`src/rtl/core/pchd_pkg.sv`:
```
`timescale 1ns / 1ps

package pchd_pkg;

  // Action codes carried in the input tuser
  typedef logic [1:0] action_t;
  localparam action_t ACT_TICK   = 2'd0;
  localparam action_t ACT_SET    = 2'd1;
  localparam action_t ACT_HOME   = 2'd2;
  localparam action_t ACT_SAMPLE = 2'd3;

  // Range limits of the time of day
  localparam logic [4:0] HOUR_LAST  = 5'd23;
  localparam logic [5:0] MIN_LAST   = 6'd59;
  localparam logic [4:0] HALF_DAY   = 5'd12;

  // Range limits checked on the 7-bit set-time fields
  localparam logic [6:0] SET_HOUR_MAX = 7'd23;
  localparam logic [6:0] SET_MIN_MAX  = 7'd59;

  // Hour pulses per hour carry before noon, one more from noon on
  localparam logic [5:0] HOUR_STEP_PULSES = 6'd2;

  // Home mark, 30/33 of full scale
  localparam logic [11:0] THRESH_RST = 12'd3723;

  typedef struct packed {
    logic [11:0] sensor_level;
    logic [6:0]  set_second;
    logic [6:0]  set_minute;
    logic [6:0]  set_hour;
    action_t     action;
  } in_item_t;

  // Timekeeper outcome for one item
  typedef struct packed {
    logic       start_homing;
    logic       refused;
    logic [5:0] hour_pulses;
    logic [5:0] minute_pulses;
    logic [4:0] hour;
    logic [5:0] minute;
    logic [5:0] second;
  } tk_res_t;

  // Homing sequencer outcome for one item
  typedef struct packed {
    logic hour_pulse;
    logic minute_pulse;
    logic busy;
  } hm_res_t;

endpackage

```
`src/rtl/core/pchd_timekeeper.sv`:
```
`timescale 1ns / 1ps

module pchd_timekeeper (
  input  logic              clk,
  input  logic              rst_n,
  input  logic              adv,
  input  pchd_pkg::in_item_t item,
  output pchd_pkg::tk_res_t  res
);

  logic [4:0] hour_r, hour_nxt;
  logic [5:0] min_r, min_nxt;
  logic [5:0] sec_r, sec_nxt;

  // tick path
  logic       sec_carry, min_carry;
  logic [4:0] hour_inc;

  // set path
  logic       set_ok, need_home;
  logic [4:0] sh, base_h, span_lo, hr_span, pm_span;
  logic [5:0] sm, ss, base_m, set_hp, set_mp;

  assign sec_carry = (sec_r == pchd_pkg::MIN_LAST);
  assign min_carry = (min_r == pchd_pkg::MIN_LAST);
  assign hour_inc  = (hour_r == pchd_pkg::HOUR_LAST) ? 5'd0 : hour_r + 5'd1;

  assign set_ok = (item.set_hour <= pchd_pkg::SET_HOUR_MAX) &&
                  (item.set_minute <= pchd_pkg::SET_MIN_MAX) &&
                  (item.set_second <= pchd_pkg::SET_MIN_MAX);
  assign sh = item.set_hour[4:0];
  assign sm = item.set_minute[5:0];
  assign ss = item.set_second[5:0];

  // going backwards means homing first, then counting from 0:00
  assign need_home = (sh < hour_r) || (sm < min_r);
  assign base_h    = need_home ? 5'd0 : hour_r;
  assign base_m    = need_home ? 6'd0 : min_r;

  // two pulses per hour, one more for each hour from noon on
  assign span_lo = (base_h > pchd_pkg::HALF_DAY) ? base_h : pchd_pkg::HALF_DAY;
  assign hr_span = (sh > base_h)  ? sh - base_h  : 5'd0;
  assign pm_span = (sh > span_lo) ? sh - span_lo : 5'd0;
  assign set_hp  = {hr_span, 1'b0} + {1'b0, pm_span};
  assign set_mp  = (sm > base_m) ? sm - base_m : 6'd0;

  always_comb begin
    res      = '0;
    hour_nxt = hour_r;
    min_nxt  = min_r;
    sec_nxt  = sec_r;
    unique case (item.action)
      pchd_pkg::ACT_TICK: begin
        sec_nxt = sec_r + 6'd1;
        if (sec_carry) begin
          sec_nxt           = 6'd0;
          min_nxt           = min_r + 6'd1;
          res.minute_pulses = 6'd1;
          if (min_carry) begin
            min_nxt         = 6'd0;
            hour_nxt        = hour_inc;
            res.hour_pulses = pchd_pkg::HOUR_STEP_PULSES +
                              {5'd0, (hour_inc >= pchd_pkg::HALF_DAY)};
          end
        end
      end
      pchd_pkg::ACT_SET: begin
        if (!set_ok) begin
          res.refused = 1'b1;
        end else begin
          res.start_homing  = need_home;
          res.hour_pulses   = set_hp;
          res.minute_pulses = set_mp;
          hour_nxt          = sh;
          min_nxt           = sm;
          sec_nxt           = ss;
        end
      end
      pchd_pkg::ACT_HOME: begin
        res.start_homing = 1'b1;
      end
      default: begin
      end
    endcase
    res.hour   = hour_nxt;
    res.minute = min_nxt;
    res.second = sec_nxt;
  end

  always_ff @(posedge clk) begin
    if (!rst_n) begin
      hour_r <= 5'd0;
      min_r  <= 6'd0;
      sec_r  <= 6'd0;
    end else if (adv) begin
      hour_r <= hour_nxt;
      min_r  <= min_nxt;
      sec_r  <= sec_nxt;
    end
  end

endmodule

```
`src/rtl/core/pchd_homing.sv`:
```
`timescale 1ns / 1ps

module pchd_homing (
  input  logic              clk,
  input  logic              rst_n,
  input  logic              adv,
  input  pchd_pkg::action_t action,
  input  logic              start,
  input  logic [11:0]       sensor_level,
  input  logic [11:0]       threshold,
  output pchd_pkg::hm_res_t res
);

  typedef enum logic [4:0] {
    PH_IDLE      = 5'b00001,
    PH_HOUR_RISE = 5'b00010,
    PH_HOUR_FALL = 5'b00100,
    PH_MIN_RISE  = 5'b01000,
    PH_MIN_FALL  = 5'b10000
  } phase_t;

  phase_t phase_r, phase_nxt;
  logic   above;

  assign above = (sensor_level >= threshold);

  always_comb begin
    phase_nxt        = phase_r;
    res.hour_pulse   = 1'b0;
    res.minute_pulse = 1'b0;
    if (start) begin
      phase_nxt = PH_HOUR_RISE;
    end else if (action == pchd_pkg::ACT_SAMPLE) begin
      unique case (phase_r)
        PH_HOUR_RISE: begin
          res.hour_pulse = 1'b1;
          if (above) phase_nxt = PH_HOUR_FALL;
        end
        PH_HOUR_FALL: begin
          res.hour_pulse = 1'b1;
          if (!above) phase_nxt = PH_MIN_RISE;
        end
        PH_MIN_RISE: begin
          res.minute_pulse = 1'b1;
          if (above) phase_nxt = PH_MIN_FALL;
        end
        PH_MIN_FALL: begin
          res.minute_pulse = 1'b1;
          if (!above) phase_nxt = PH_IDLE;
        end
        default: begin
          phase_nxt = PH_IDLE;
        end
      endcase
    end
    res.busy = (phase_nxt != PH_IDLE);
  end

  always_ff @(posedge clk) begin
    if (!rst_n) begin
      phase_r <= PH_IDLE;
    end else if (adv) begin
      phase_r <= phase_nxt;
    end
  end

endmodule

```
`src/rtl/core/pulse_clock_hand_driver_unit.sv`:
```
`timescale 1ns / 1ps

// Pulse clock hand driver. Keeps the time of day for a clock with pulse-driven
// hands and returns, for every input transaction, exactly one result
// transaction: the hour and minute hand pulses due, the homing flags, a
// refusal flag for an out-of-range set time, and the time after the item.
// Actions (in_tuser): tick adds a second, set time counts pulses from the old
// time (or from 0:00 after homing when the new time lies behind), start
// homing enters the hour-rise phase, and a sensor sample steps the homing
// phases against home_threshold (written on the cfg channel, reset 3723).
// Timing: an accepted item is registered in the input register, evaluated by
// short logic into the output register, and offered on out_ from there.
// One transaction per clock is sustained while out_tready is high; the input
// register and output register keep both sides decoupled, so a new item is
// taken while a finished result waits, and out_tready stalls propagate back
// only once both registers are full. Configuration is taken on any cycle
// (cfg_ready is always high) and is meant to be written while the block is
// idle.

module pulse_clock_hand_driver_unit (
  input  logic        clk,
  input  logic        rst_n,

  input  logic        in_tvalid,
  output logic        in_tready,
  // [6:0] set_hour, [13:7] set_minute, [20:14] set_second,
  // [32:21] sensor_level, [39:33] zero
  input  logic [39:0] in_tdata,
  // [1:0] action
  input  logic [1:0]  in_tuser,

  output logic        out_tvalid,
  input  logic        out_tready,
  // [5:0] hour_pulses, [11:6] minute_pulses, [12] homing_started,
  // [13] homing_busy, [14] set_refused, [19:15] cur_hour,
  // [25:20] cur_minute, [31:26] cur_second
  output logic [31:0] out_tdata,

  input  logic        cfg_valid,
  output logic        cfg_ready,
  // home_threshold
  input  logic [11:0] cfg_data
);

  // configuration
  logic [11:0] threshold_r;

  // input register
  logic               in_valid_r, in_valid_nxt;
  pchd_pkg::in_item_t item_r;

  // output register
  logic        out_valid_r, out_valid_nxt;
  logic [31:0] out_data_r, out_data_nxt;

  logic              adv;
  pchd_pkg::tk_res_t tk_res;
  pchd_pkg::hm_res_t hm_res;

  // item in the input register moves on when the output register is free
  assign adv       = in_valid_r && (!out_valid_r || out_tready);
  assign in_tready = !in_valid_r || adv;
  assign cfg_ready = 1'b1;

  assign out_tvalid = out_valid_r;
  assign out_tdata  = out_data_r;

  always_ff @(posedge clk) begin
    if (!rst_n) begin
      threshold_r <= pchd_pkg::THRESH_RST;
    end else if (cfg_valid && cfg_ready) begin
      threshold_r <= cfg_data;
    end
  end

  pchd_timekeeper u_tk (
    .clk   (clk),
    .rst_n (rst_n),
    .adv   (adv),
    .item  (item_r),
    .res   (tk_res)
  );

  pchd_homing u_hm (
    .clk          (clk),
    .rst_n        (rst_n),
    .adv          (adv),
    .action       (item_r.action),
    .start        (tk_res.start_homing),
    .sensor_level (item_r.sensor_level),
    .threshold    (threshold_r),
    .res          (hm_res)
  );

  // pulses from the timekeeper and from homing never coincide: homing
  // only pulses on samples, the timekeeper never does
  assign out_data_nxt = {tk_res.second,
                         tk_res.minute,
                         tk_res.hour,
                         tk_res.refused,
                         hm_res.busy,
                         tk_res.start_homing,
                         tk_res.minute_pulses | {5'd0, hm_res.minute_pulse},
                         tk_res.hour_pulses   | {5'd0, hm_res.hour_pulse}};

  always_comb begin
    in_valid_nxt = in_valid_r;
    if (in_tvalid && in_tready) begin
      in_valid_nxt = 1'b1;
    end else if (adv) begin
      in_valid_nxt = 1'b0;
    end
    out_valid_nxt = out_valid_r;
    if (adv) begin
      out_valid_nxt = 1'b1;
    end else if (out_tready) begin
      out_valid_nxt = 1'b0;
    end
  end

  always_ff @(posedge clk) begin
    if (!rst_n) begin
      in_valid_r  <= 1'b0;
      out_valid_r <= 1'b0;
    end else begin
      in_valid_r  <= in_valid_nxt;
      out_valid_r <= out_valid_nxt;
    end
  end

  always_ff @(posedge clk) begin
    if (in_tvalid && in_tready) begin
      item_r <= {in_tdata[32:21], in_tdata[20:14], in_tdata[13:7], in_tdata[6:0],
                 in_tuser};
    end
    if (adv) begin
      out_data_r <= out_data_nxt;
    end
  end

  // held item must not be overwritten while the output side stalls
  a_hold_item: assert property (@(posedge clk) disable iff (!rst_n)
    (in_valid_r && !adv) |=> (in_valid_r && $stable(item_r)))
    else $error("input register lost a stalled transaction");

  // a refused set leaves no pulses and no homing start
  a_refused_quiet: assert property (@(posedge clk) disable iff (!rst_n)
    (out_valid_r && out_data_r[14]) |->
      (out_data_r[11:0] == 12'd0 && !out_data_r[12]))
    else $error("refused set produced pulses or homing");

  // starting homing always leaves a homing phase active
  a_start_busy: assert property (@(posedge clk) disable iff (!rst_n)
    (out_valid_r && out_data_r[12]) |-> out_data_r[13])
    else $error("homing started but not busy");

  // reported time stays within a day
  a_time_range: assert property (@(posedge clk) disable iff (!rst_n)
    out_valid_r |-> (out_data_r[19:15] <= pchd_pkg::HOUR_LAST &&
                     out_data_r[25:20] <= pchd_pkg::MIN_LAST &&
                     out_data_r[31:26] <= pchd_pkg::MIN_LAST))
    else $error("time out of range");

  // a result is produced only for an item that moved on
  a_result_src: assert property (@(posedge clk) disable iff (!rst_n)
    (!out_valid_r && !adv) |=> !out_valid_r)
    else $error("result appeared without an item");

endmodule

```
`config.mk`:
```
export PLATFORM = sky130hd
export DESIGN_NAME = pulse_clock_hand_driver_unit
export DESIGN_NICKNAME = d
export VERILOG_FILES = /design/src/rtl/core/pchd_pkg.sv /design/src/rtl/core/pchd_timekeeper.sv /design/src/rtl/core/pchd_homing.sv /design/src/rtl/core/pulse_clock_hand_driver_unit.sv
export SDC_FILE = /design/constraint.sdc
export NUM_CORES = 1
export LEC_CHECK = 0
export ABC_AREA = 1
export ABC_CLOCK_PERIOD_IN_PS = 4560
export BUFFER_PORTS_ARGS = -buffer_cell sky130_fd_sc_hd__buf_2
export CAP_MARGIN = 20
export CORE_MARGIN = 2
export CORE_UTILIZATION = 30
export CTS_CLUSTER_SIZE = 40
export DETAILED_ROUTE_END_ITERATION = 8
export GPL_ROUTABILITY_DRIVEN = 1
export PLACE_DENSITY = 0.55
export SETUP_SLACK_MARGIN = 0.3
export SKIP_CTS_REPAIR_TIMING = 1
export SYNTH_ARGS = -nofsm -noshare
export SYNTH_HDL_FRONTEND = slang
export SYNTH_SLANG_ARGS = --single-unit
```
`constraint.sdc`:
```
create_clock -name clk -period 4.56 [get_ports clk]
set_input_delay 0.912 -clock clk [delete_from_list [all_inputs] [get_ports clk]]
set_output_delay 0.912 -clock clk [all_outputs]
set_load 0.01 [all_outputs]
```
Word-level counts from Yosys, hierarchy flattened
Index checks and enable logic that the tools add are counted.

Flip-flop bits (word level): 103. Input bits: 59. Output and inout port bits: 35. Logic and storage cells: 100.

Add/subtract/negate cells: 8. Order comparisons: 11. Eq/ne operators: 11. Multiplexer cells: 40. Bitwise logic cells: 2. Reduce and logical (&&, ||, !) cells: 14.

Operator list (count): $mux 5 (14); $mux 6 (8); $mux 12 (2); $pmux 12 s2 (1); $pmux 6 s2 (2); $pmux 5 s4 (1); $le 7x6->1 const B (2); $add 6x1->6 const B (2); $eq 6x6->1 const B (2); $ge 12x12->1 (1); $or 6x1->6 (2); $eq 5x5->1 const B (2); $gt 5x5->1 (2); $pmux 5 s2 (1); $sub 5x5->5 (2); $mux 1 (8); $le 7x5->1 const B (1); $add 6x5->6 (1); $gt 6x6->1 (1); $lt 6x6->1 (1); $sub 6x6->6 (1); $add 5x1->5 const B (1); $eq 5x2->1 const B (1); $eq 5x3->1 const B (1); 16 further kinds (26).

Longest topological paths before layout
Depth after elaboration: 11. Depth in mapped cells: 27. Depth with buffers taken out: 27.

Modules after synthesis
A second synthesis with hierarchy kept.

Cells, all modules: 769. Area total of the unflattened synthesis: 6324.8 µm².

By module, submodules not included: pchd_timekeeper (instances 1, cells an instance 508, area an instance 3031.7 µm², seq. area each 340.3 µm²); pulse_clock_hand_driver_unit (instances 1, cells an instance 136, area an instance 2563.7 µm², seq. area each 2292.2 µm²); pchd_homing (instances 1, cells an instance 125, area an instance 729.4 µm², seq. area each 100.1 µm²).

Worst setup path before layout
Ideal clock, no wire load.

Path type: reg2reg. Start point: register item_r[3] (netlist bit). End point: register out_data_r[5] (netlist: out_tdata[5]) (data pin). Setup time: 0.253 ns. Data arrival time: 3.628 ns. Required time: 4.307 ns. Slack: 0.679 ns. Stages on the path, launching flop included: 26. Path buffers: 0. Clock period less this slack: 3.881 ns. Cells stage by stage: edfxtp_1 -> ha_1 -> nand2_1 -> nor2_1 -> nand2_1 -> nand3_1 -> nand2_1 -> nor2_1 -> a31oi_1 -> or2_2 -> ha_1 -> nand3_1 -> nand2_1 -> nand2_1 -> nand2_1 -> a21oi_1 -> a21oi_1 -> inv_1 -> nor2_1 -> ha_1 -> inv_1 -> fa_1 -> o21ai_0 -> nand2_1 -> nand2_1 -> nor2_1.

Word-level cells in the longest chain between the ends: 11. Elaborated cells between the ends (all ways): 18. Classes of those cells: add/sub (3); order compare (5); mux (6); bitwise (1); reduce/logical (3).

Ends and longest elaborated chain: start, declared (line pulse_clock_hand_driver_unit.sv:50) `pchd_pkg::in_item_t item_r;`; start signal, assigned (line pulse_clock_hand_driver_unit.sv:133) `item_r <= {in_tdata[32:21], in_tdata[20:14], in_tdata[13:7], in_tdata[6:0],`; $lt 5x5->1 (line pchd_timekeeper.sv:36) `assign need_home = (sh < hour_r) || (sm < min_r);`; $logic_or 1x1->1 (line pchd_timekeeper.sv:36); $mux 5 (line pchd_timekeeper.sv:37) `assign base_h = need_home ? 5'd0 : hour_r;`; $gt 5x4->1 (line pchd_timekeeper.sv:41) `assign span_lo = (base_h > pchd_pkg::HALF_DAY) ? base_h : pchd_pkg::HALF_DAY;`; $mux 5 (line pchd_timekeeper.sv:41); $sub 5x5->5 or $gt 5x5->1 (tied branches) (line pchd_timekeeper.sv:43) `assign pm_span = (sh > span_lo) ? sh - span_lo : 5'd0;`; $mux 5 (line pchd_timekeeper.sv:43); $add 6x5->6 (line pchd_timekeeper.sv:44) `assign set_hp = {hr_span, 1'b0} + {1'b0, pm_span};`; $mux 12 (*) (line pchd_timekeeper.sv:68) `if (!set_ok) begin`; $pmux 12 s2 (*) (line pchd_timekeeper.sv:52) `unique case (item.action)`; $or 6x1->6 (*) (line pulse_clock_hand_driver_unit.sv:104) `tk_res.hour_pulses | {5'd0, hm_res.hour_pulse}};`; named net out_data_nxt[5] (line pulse_clock_hand_driver_unit.sv:54) `logic [31:0] out_data_r, out_data_nxt;`; end signal, assigned (line pulse_clock_hand_driver_unit.sv:137) `out_data_r <= out_data_nxt;`; end, declared (line pulse_clock_hand_driver_unit.sv:54).

Mark *: on every way through the listed nets, which the timed path passes. The rest lies on a longest branch. A chain may end at the register's enable or synchronous reset.

Worst setup path in the final report
Start point: register u_tk.hour_r[4]. End point: register out_data_r[5] (netlist: out_tdata[5]) (data pin).

Word-level cells in the longest chain between the ends: 11. Elaborated cells between the ends (all ways): 15. Classes of those cells: add/sub (3); order compare (4); mux (6); bitwise (1); reduce/logical (1).

Ends and longest elaborated chain: start, declared (line pchd_timekeeper.sv:11) `logic [4:0] hour_r, hour_nxt;`; start signal, assigned (line pchd_timekeeper.sv:96) `hour_r <= hour_nxt;`; $lt 5x5->1 (line pchd_timekeeper.sv:36); $logic_or 1x1->1 (line pchd_timekeeper.sv:36); $mux 5 (*) (line pchd_timekeeper.sv:37); $gt 5x4->1 (line pchd_timekeeper.sv:41); $mux 5 (line pchd_timekeeper.sv:41); $sub 5x5->5 or $gt 5x5->1 (tied branches) (line pchd_timekeeper.sv:43); $mux 5 (line pchd_timekeeper.sv:43); $add 6x5->6 (*) (line pchd_timekeeper.sv:44); $mux 12 (*) (line pchd_timekeeper.sv:68); $pmux 12 s2 (*) (line pchd_timekeeper.sv:52); $or 6x1->6 (*) (line pulse_clock_hand_driver_unit.sv:104); named net out_data_nxt[5] (line pulse_clock_hand_driver_unit.sv:54).

Marks and branches as above.

==> qor.csv <==
metric;value;unit
highest routed metal layer;met4;
Syn Inst Count;685;
die area;20750;um2
Post-Route Skew;0.01299;ns
DR pass1 iterations;4;
# diodes;0;
Worst-Margin Slew;0.8109;ns
Die W;144.1;um
TNS Setup;0;ns
DRC viols;0;
Total GRT Usage;0.1313;
simple logic cell fraction of the synthesized area;0.2169;
WL final;13260;um
clock latency on the worst-skew pair;0.36;ns
Met3 Routed Length;661;um
CTS tree;built;
post-detail-place hpwl;9948;um
RSZ-0062 raised after global routing;no;
Hold Violations, Final;0;
first-pass GRT wire length;21160;um
Setup WS pre-CTS;0.2555;ns
area of the multi-input gates;2700;um2
via count;4620;
Synth top area share;0.3419;
synthesized-area fraction occupied by adder cells;0.1135;
Slew HR;0.4588;
Worst R2R Setup Slack;0.62;ns
Post-synth EDFFs;67;
max cap viols;0;
vias in the first global route;4338;
port buffer count;85;
min cycle time layout;3.938;ns
number of placed instances, taps included;1035;
largest family of logic cells by synthesized area;simple AND/OR/NAND/NOR gates;
Syn. warnings;0;
Post-synth ARST share;0;
CP max-delay cell;fa_2;
Filler cells;2017;
CTS root buf;clkbuf_16;
Core ar.;19330;um2
P_sw;0.6507;mW
Internal;1.588;mW
Gate power share;0.173;
Total Power;2.239;mW
CP max FO;7;
status;finished, final reports clean;
Required @ worst endpoint;4.68;ns
clock slew at reported path FFs;0.07;ns
VDD IR max;0.0001746;V
power per cell area;318.5;nW/um2
initial antenna violation count;0;
Hold Crit Class;reg -> reg;
final setup fails;0;
worst r2r src;u_tk.hour_r[4];
Post-DP Area;6668;um2
IO Pins;94;
hold endpoint;threshold_r[6];
FF+latch count, synth;103;
Layout Utilization;0.3635;
Reg power frac;0.485;
crit path kind;reg -> reg;
post-synthesis mux area share;0;
CP startpoint kind;flop;
largest net degree at the start of global routing;36;
Avg Cell Area, Syn;8.590;um2
top post-synthesis cells by area;edfxtp_1 34%, dfxtp_1 12%, ha_1 10%, nand2_1 9.3%, inv_1 6.9%;
Worst path most repeated cell;nand2_1;
Largest stage delay, worst path;0.36;ns
Num CTS Buffers;9;
cell area after synthesis;5884;um2
clock share of power;0.342;
Crit. End Element;flop;
post-synthesis sequential area ratio;0.4644;
fin crit share;0.8636;
antenna violation net count after detailed routing;0;
share of cells above drive strength 1;0.2051;
count of different cell masters after synthesis;41;
layout net count;895;
DIE HEIGHT;144.1;um
leak pwr;3.246;nW
Hold Slack;0.4662;ns
DR iter-0 viols;181;
reg2reg end;out_tdata[5];
post-route cell area;7028;um2
Congestion Overflow GR;0;
met1 wire length;6186;um
post-synthesis xor/xnor area fraction;0.01935;
met2 WL post-DR;6263;um
Synth area leader;edfxtp_1;
count of pins over their slew limit;0;
Area growth syn-to-layout;19.43;%
vias per cell;4.379;
standard-cell row count;51;
Non-Filler Instances;1055;
Switching Share;0.2907;
Compound-Gate Fraction of Synth Area;0.1029;
htree depth;3;
hold_sp;threshold_r[6];
Crit path arrival time;4.05;ns
Storage cell area;2740;um2
Post-Syn Nets;795;
Final WS setup;0.6221;ns
DR WL/cell;12.57;um
fmax;253.9;MHz
Sinks on Clock Net;103;
Starting Density;0.3043;
gpl congestion;0.8560;
Register-to-Register Path Depth;26;
worst hold stages;2;
clk buf depth;2;
top_reg_cell synth;edfxtp_1;
-- kinds of logic after synthesis --
group                    after synthesis
adder cells (fa/ha/maj)               51
AO/OA/AOI/OAI                        111
other                                  1
AND/OR/NAND/NOR                      282
flip-flops                           103
buffers and inverters                124
XOR/XNOR                              13
-- power groups by stage --
stage | logic [mW] | clock network (mW) | registers (mW)
after floorplan | 0.257 | 0 | 1.11
after global placement | 0.379 | 0 | 1.11
after detailed placement | 0.381 | 0 | 1.11
after CTS | 0.383 | 0.796 | 1.09
after global routing | 0.450 | 0.825 | 1.09
final | 0.388 | 0.765 | 1.09
-- sequential cells by signal (all words and copies together) (netlist names) --
name,cells
out_tvalid,1
u_tk.min_r,6
u_hm.phase_r,5
u_tk.sec_r,6
u_tk.hour_r,5
threshold_r,12
item_r,35
out_tdata,32
in_valid_r,1
-- cells in the mapped netlist (4+ instances only) --
cell / n
ha_1: 47
o211ai_1: 5
inv_1: 108
nand2_2: 6
nor2_1: 61
clkbuf_1: 9
xor2_1: 9
a21oi_1: 51
dfxtp_1: 36
nor2_4: 5
o21ai_0: 31
edfxtp_1: 67
o21ai_1: 12
nand3_2: 5
inv_2: 4
nand3_1: 33
fa_1: 4
nor3_1: 4
xnor2_1: 4
nand2_1: 146
nand4_1: 10
o21ai_2: 4
-- layout by cell type (no fill, tap or decap), types with 6 or more instances in the layout --
master	count
nand2_1	145
inv_1	106
buf_2	85
edfxtp_1	67
nor2_1	60
a21oi_1	50
ha_1	46
nand3_1	33
dfxtp_1	32
o21ai_0	30
buf_4	16
o21ai_1	12
nand4_1	10
xor2_1	9
clkbuf_16	9
nand2_2	6
-- final cells by class --
| class | instances | area share |
|---|---|---|
| Clock buffer | 9 | 0.03205 |
| Inverter | 112 | 0.05982 |
| Sequential cell | 103 | 0.3899 |
| Timing Repair Buffer | 101 | 0.07762 |
| Tap cell | 265 | 0.04718 |
| Multi-Input combinational cell | 458 | 0.3842 |
| Clock inverter | 7 | 0.009258 |
-- metal layers --
metal | vias to the layer above | global-route usage
li1 | 2457 | -
met1 | 2078 | 0.1671
met2 | 77 | 0.2165
met3 | 8 | 0.03940
met4 | 0 | 0.03715
met5 | - | 0
-- critical path: cells and delay by family, from the launching register on --
| family | cells | cell delay (ns) |
|---|---|---|
| compound gates | 4 | 0.52 |
| simple gates | 15 | 1.45 |
| flops | 1 | 0.33 |
| buf+inv | 3 | 0.26 |
| fa+ha+maj | 4 | 1.14 |
-- worst max-delay path by stage --
stage                              start           end  slack [ns]  cells after the start
after floorplan                item_r[3]  out_tdata[5]        0.68                     25
after global placement    u_tk.hour_r[3]  out_tdata[5]        0.27                     26
after detailed placement  u_tk.hour_r[3]  out_tdata[5]        0.26                     26
after CTS                 u_tk.hour_r[3]  out_tdata[5]        0.23                     26
after global routing      u_tk.hour_r[4]  out_tdata[5]        0.31                     26
final                     u_tk.hour_r[4]  out_tdata[5]        0.62                     26
(Power assumes the default switching activity.)
